`src/hdl/sxk_pkg.sv`:
```
// ----------------------------------------------------------------------------
// sxk_pkg
// Shared constants and the letter-frequency weight table for the XOR key search.
// ----------------------------------------------------------------------------
package sxk_pkg;

  localparam int SCORE_WIDTH_DEF = 24;
  localparam int BYTE_W          = 8;
  localparam int KEY_COUNT       = 256;
  localparam int OUT_SCORE_W     = 24;
  localparam int WEIGHT_W        = 14;
  localparam int LETTER_IDX_W    = 5;

  localparam logic [BYTE_W-1:0] PRINT_LO = 8'd32;
  localparam logic [BYTE_W-1:0] PRINT_HI = 8'd122;
  localparam logic [BYTE_W-1:0] LOWER_A  = 8'd97;

  // English letter weights a..z, fixed point with 16 fraction bits
  function automatic logic [WEIGHT_W-1:0] letter_weight(input logic [LETTER_IDX_W-1:0] idx);
    logic [WEIGHT_W-1:0] w;
    case (idx)
      5'd0:    w = 14'd5352;
      5'd1:    w = 14'd978;
      5'd2:    w = 14'd1823;
      5'd3:    w = 14'd2787;
      5'd4:    w = 14'd8324;
      5'd5:    w = 14'd1460;
      5'd6:    w = 14'd1321;
      5'd7:    w = 14'd3994;
      5'd8:    w = 14'd4565;
      5'd9:    w = 14'd100;
      5'd10:   w = 14'd506;
      5'd11:   w = 14'd2638;
      5'd12:   w = 14'd1577;
      5'd13:   w = 14'd4423;
      5'd14:   w = 14'd4920;
      5'd15:   w = 14'd1264;
      5'd16:   w = 14'd62;
      5'd17:   w = 14'd3924;
      5'd18:   w = 14'd4146;
      5'd19:   w = 14'd5935;
      5'd20:   w = 14'd1807;
      5'd21:   w = 14'd641;
      5'd22:   w = 14'd1547;
      5'd23:   w = 14'd98;
      5'd24:   w = 14'd1294;
      5'd25:   w = 14'd48;
      default: w = '0;
    endcase
    return w;
  endfunction

endpackage

```
`src/hdl/sxk_cell.sv`:
```
// ----------------------------------------------------------------------------
// sxk_cell
// One candidate key: running score and invalid flag, plus one stage of the
// best-key scan that ripples down the row of cells.
// ----------------------------------------------------------------------------
module sxk_cell #(
  parameter int SCORE_WIDTH = sxk_pkg::SCORE_WIDTH_DEF,
  parameter logic [sxk_pkg::BYTE_W-1:0] KEY = '0
) (
  input  logic                        clk,
  input  logic                        rst,
  input  logic                        upd,
  input  logic [sxk_pkg::BYTE_W-1:0]  cipher_byte,
  input  logic                        tok_valid_in,
  input  logic [sxk_pkg::BYTE_W-1:0]  tok_key_in,
  input  logic [SCORE_WIDTH-1:0]      tok_score_in,
  output logic                        tok_valid_out,
  output logic [sxk_pkg::BYTE_W-1:0]  tok_key_out,
  output logic [SCORE_WIDTH-1:0]      tok_score_out
);

  logic [SCORE_WIDTH-1:0]             score;
  logic                               invalid;
  logic [sxk_pkg::BYTE_W-1:0]         plain;
  logic [sxk_pkg::BYTE_W-1:0]         letter;
  logic [SCORE_WIDTH:0]               sum;
  logic [SCORE_WIDTH-1:0]             score_next;
  logic                               bad;
  logic [SCORE_WIDTH-1:0]             eff;

  assign plain  = cipher_byte ^ KEY;
  assign bad    = (plain < sxk_pkg::PRINT_LO) || (plain > sxk_pkg::PRINT_HI);
  assign letter = plain - sxk_pkg::LOWER_A;
  assign sum    = {1'b0, score}
                + (SCORE_WIDTH + 1)'(sxk_pkg::letter_weight(letter[sxk_pkg::LETTER_IDX_W-1:0]));
  assign score_next = sum[SCORE_WIDTH] ? {SCORE_WIDTH{1'b1}} : sum[SCORE_WIDTH-1:0];
  assign eff    = invalid ? '0 : score;

  always_ff @(posedge clk) begin
    if (rst) begin
      score   <= '0;
      invalid <= 1'b0;
    end else if (tok_valid_in) begin
      // scan passes this cell: clear for the next message
      score   <= '0;
      invalid <= 1'b0;
    end else if (upd) begin
      if (bad) begin
        invalid <= 1'b1;
      end else if (plain >= sxk_pkg::LOWER_A) begin
        score <= score_next;
      end
    end
  end

  always_ff @(posedge clk) begin
    if (rst) begin
      tok_valid_out <= 1'b0;
    end else begin
      tok_valid_out <= tok_valid_in;
    end
  end

  // strictly greater: lower key keeps a tie
  always_ff @(posedge clk) begin
    if (eff > tok_score_in) begin
      tok_key_out   <= KEY;
      tok_score_out <= eff;
    end else begin
      tok_key_out   <= tok_key_in;
      tok_score_out <= tok_score_in;
    end
  end

endmodule

```
`config.mk`:
```
export PLATFORM = sky130hd
export DESIGN_NAME = sxk_cell
export DESIGN_NICKNAME = d
export VERILOG_FILES = /design/src/hdl/sxk_pkg.sv /design/src/hdl/sxk_cell.sv
export SDC_FILE = /design/constraint.sdc
export NUM_CORES = 1
export LEC_CHECK = 0
export BUFFER_PORTS_ARGS = -buffer_cell sky130_fd_sc_hd__buf_2
export CORE_MARGIN = 3
export CORE_UTILIZATION = 40
export CTS_BUF_LIST = sky130_fd_sc_hd__clkbuf_8 sky130_fd_sc_hd__clkbuf_16
export DETAILED_ROUTE_END_ITERATION = 16
export PLACE_DENSITY = 0.61
export RECOVER_POWER = 50
export SYNTH_ARGS = -nofsm -noshare
export SYNTH_HDL_FRONTEND = slang
export SYNTH_SLANG_ARGS = --single-unit
```
`constraint.sdc`:
```
create_clock -name clk -period 4.85 [get_ports clk]
set_input_delay 0.2425 -clock clk [delete_from_list [all_inputs] [get_ports clk]]
set_output_delay 0.2425 -clock clk [all_outputs]
set_load 0.005 [all_outputs]
```
# After elaboration in Yosys (flattened, before gate mapping)

Memories as Yosys holds them, arrays and structs flattened.
Index checks and enable logic that the tools add are counted.

Flip-flop bits (word level): 58
Memory bits (read-only): 448
Bits of input ports: 44
Logic and storage cells: 20
Memories kept: 1

Add/subtract/negate cells: 2
$lt $le $gt $ge: 4
Mux-type cells: 3
Bitwise logic cells: 1
Reductions and logical operators: 4

Memory list:

| memory          | words | width | read ports | clocked after Yosys merged registers in | wr ports | line          | RTL |
|---|---|---|---|---|---|---|---|
| (no name shown) | 32    | 14    | 1          | 0                                       | 0        | sxk_pkg.sv:21 | `case (idx)` |

Operator list:

| kind                | number |
|---|---|
| $mux 24             | 3 |
| $add 24x14->25      | 1 |
| $gt 24x24->1        | 1 |
| $ge 8x7->1 const B  | 1 |
| $gt 8x7->1 const B  | 1 |
| $lt 8x6->1 const B  | 1 |
| $sub 5x1->5 const B | 1 |
| $reduce_and 3->1    | 1 |
| $reduce_and 2->1    | 1 |
| $reduce_or 2->1     | 1 |
| $logic_or 1x1->1    | 1 |
| $not 1->1           | 1 |

# Logic depth before layout (Yosys ltp)

Word-level depth: 4
Gate-level depth with buffers: 18
Depth with buffers taken out: 16

# Least setup slack after synthesis

OpenSTA, ideal clock, no wires.

Path type: input port to flip-flop
From: input port cipher_byte[0] in the netlist's numbering
To: register score[11]
Setup time: 0.062 ns
Arrival time: 3.751 ns
Slack: 1.036 ns
Stages on the path: 18
Path buffers: 2
Cells stage by stage: buf_2 -> clkinv_1 -> ha_1 -> inv_1 -> ha_1 -> clkbuf_1 -> mux2i_1 -> o21ai_0 -> nor2_1 -> ha_1 -> inv_1 -> fa_1 -> nor2b_1 -> o31a_1 -> a2111oi_4 -> o41a_1 -> or3_1 -> nand3_1

Word-level cells in the longest chain between the ends: 4
Elaborated cells on any way between the ends: 10

Ends and longest elaborated chain:

| item                                              | line           | RTL |
|---|---|---|
| from (decl)                                       | sxk_cell.sv:13 | `input logic [sxk_pkg::BYTE_W-1:0] cipher_byte,` |
| $sub 5x1->5 (tied with other cells)               | sxk_cell.sv:33 | `assign letter = plain - sxk_pkg::LOWER_A;` |
| $mem_v2 32x14 or $logic_or 1x1->1 (tied branches) | n/a            |  |
| $add 24x14->25 or $not 1->1 (tied branches)       | n/a            |  |
| $mux 24 or $reduce_and 3->1 (tied branches)       | n/a            |  |
| to (signal assigned)                              | sxk_cell.sv:51 | `score <= score_next;` |
| to (decl)                                         | sxk_cell.sv:22 | `logic [SCORE_WIDTH-1:0] score;` |

Parallel ways exist; a longest one is shown, timed or not.
A chain may end at the register's enable or synchronous reset.

# Worst setup path after layout

Same ends and word-level chain as after synthesis.

==> metrics.txt <==
Slew Limit Fails 0; initial drt markers around 280; first-pass GRT wire length about 19 mm; Switching Share 0.257; Die Ht ~110 um; Internal Power around 1000 uW; Synth area leader dfxtp_1; peak supply drop 0.000247 V; hpwl dp around 9.0 mm; largest cells by area after synthesis dfxtp_1, ha_1, a21oi_1; Setup crit start kind input port; Vias ~4300; worst relative slew slack 0.157; CTS root buf clkbuf_16; Post-CTS Hold Buffers 0; endpoints failing hold 0; mapped cell area between 0.004 and 0.005 mm2; min-delay worst type in -> reg; core box area 0.0110 mm2; largest net degree at the start of global routing 26; gr usage total 0.184; syn_nets 647; CTS tree built; Non-Filler Instances 769; count leader, synth dfxtp_1; number of global-route vias before repair approximately 4000; Gate power share 0.187; multi-input logic area about 0.0031 mm2; hold slack roughly 100 ps; Placer Congestion between 0.8 and 0.9; synth unique cells 75; number of synthesized register bits 58; sequential share of the synthesized area 0.254; RSZ-0062 raised after global routing false; detailed-route wire length per cell roughly 15 um; Cells after Synth around 560; Placed Cells between 700 and 800; sequential cell area 0.00116 mm2; Worst setup EP type flip-flop; NetSw around 360 uW; FMAX about 250 MHz; Post-CTS Setup Inserts 0; # DRC 0; CTS Sinks slightly below 60; top-area cell type share of the netlist area 0.254; total of max-cap violations 0; Req. time, crit path 5110 ps; Starting Density 0.416; power per cell area about 260 mW/mm2; warnings from Yosys 0; die extent in x 113 um; Synth async-reset ratio 0; Leak roughly 0.0024 uW; Post-Route WL about 12 mm; row cnt 38; outcome finished, final reports clean; port buffer count 76; Inserted Clock Buffers 9; drt first pass iters 5; Skew-Pair Late Insertion Delay approximately 320 ps; Via density around 5.6; Clock Power Share 0.454; top post-synthesis cells by count dfxtp_1, a21oi_1, ha_1; CTS clk-pin slew, worst paths around 50 ps; Core Util, Final 0.488; share of layout cells above drive strength 1 0.199; Area Growth Syn to Fin 17.2%; clock skew 8.33 ps; setup violators final 0; CTS HTree Levels 3; antenna viol nets, final 0; Inserted Diodes 0; fin crit share 0.816; Reg power frac 0.359; Layout Nets ~700; gr ovfl total 0; slew of the pin with the lowest slew margin roughly 1300 ps; Avg Cell Area, Syn ~8 um2; # IOs a little under 80; Fillers roughly 1100; Setup Total Neg Slack 0 ps; WP data arrival between 4000 and 5000 ps; initial antenna violation count 0; Max Root-Sink Buffers 2; CP max FO 15; Worst Setup Path Type in -> reg; Die ar. approximately 0.013 mm2; Post-synth EDFFs 0; fin crit period just under 4000 ps; post_cts resized 0; Post-synth top flop dfxtp_1
[final cells by class]
class / count / area share
inverters: 42 / 0.0294
multi-input cells: 428 / 0.581
flip-flops and latches: 58 / 0.217
clock buffers: 12 / 0.0497
repair buffers: 86 / 0.0835
clock inverters: 3 / 0.00723
well taps: 140 / 0.0327
[layout by cell type, fill, tap and decap left out, types with 4 or more instances in the layout]
master	count
a211oi_1	6
a21o_1	8
a21oi_1	57
a31oi_1	7
and2_1	7
and3_1	5
buf_2	60
buf_4	9
clkbuf_1	16
clkbuf_16	9
dfxtp_1	58
ha_1	47
inv_1	40
mux2_2	22
mux2i_1	13
nand2_1	26
nand3_1	18
nand4_1	8
nor2_1	33
nor2b_1	24
nor3_1	9
o211ai_1	4
o21a_1	4
o21ai_0	31
o21ai_1	12
or3_1	5
xnor2_1	6
xor2_1	6
[through the flow]
step	worst slack, ps	area (um2)	total power [uW]
after floorplan	1040	4570	687
after global placement	652	5080	769
after detailed placement	537	5080	770
after CTS	865	5390	1420
after global routing	432	5360	1460
final	890	5360	1400
[power by group through the flow]
stage | clock network [uW] | registers (uW) | logic, uW
after floorplan | 0 | 511 | 176
after global placement | 0 | 511 | 258
after detailed placement | 0 | 511 | 259
after CTS | 654 | 501 | 261
after global routing | 671 | 503 | 291
final | 634 | 501 | 261
[layer usage]
metal  GRT usage  vias up  part of all wire
li1            -     2165                 -
met1       0.247     1937              0.48
met2       0.290      147              0.43
met3      0.0369       19             0.064
met4      0.0705        0             0.025
met5           0        -                 0
[registers in the layout, indices dropped and copies added (netlist names)]
name           cells
tok_key_out        8
invalid            1
tok_valid_out      1
score             24
tok_score_out     24
[path summary, 6_finish.rpt]
check | from | end | slack (ps) | cells after the start
max | cipher_byte[0] | score[11]$_SDFFE_PP0P_ | 890 | 17
min | rst | tok_valid_out$_SDFF_PP0_ | 100 | 2
max reg2reg | invalid$_SDFFE_PP0P_ | tok_score_out[14]$_DFF_P_ | 890 | 9
min reg2reg | score[15]$_SDFFE_PP0P_ | score[15]$_SDFFE_PP0P_ | 520 | 2
[critical path: stages]
cell and delay (ps):
buf_2 260, clkinv_1 140, ha_1 280, inv_1 130
ha_1 400, mux2i_1 280, o21ai_0 100, nor2_1 150
ha_1 190, inv_1 60, fa_1 390, nor2b_1 170
o31a_1 270, a2111oi_4 130, o41a_1 550, or3_1 400
nand3_1 70
[cell families (layout without fill, tap and decap cells)]
logic type	count (synthesis)	in the layout	synth area share
flip-flops	58	58	0.254
AND/OR/NAND/NOR	159	159	0.187
AO/OA/AOI/OAI	172	172	0.250
buffers and inverters	69	143	0.0651
adder cells (fa/ha/maj)	48	48	0.133
XOR/XNOR	13	13	0.0265
multiplexers	36	36	0.0851
Power figures use the tool's default switching activity.
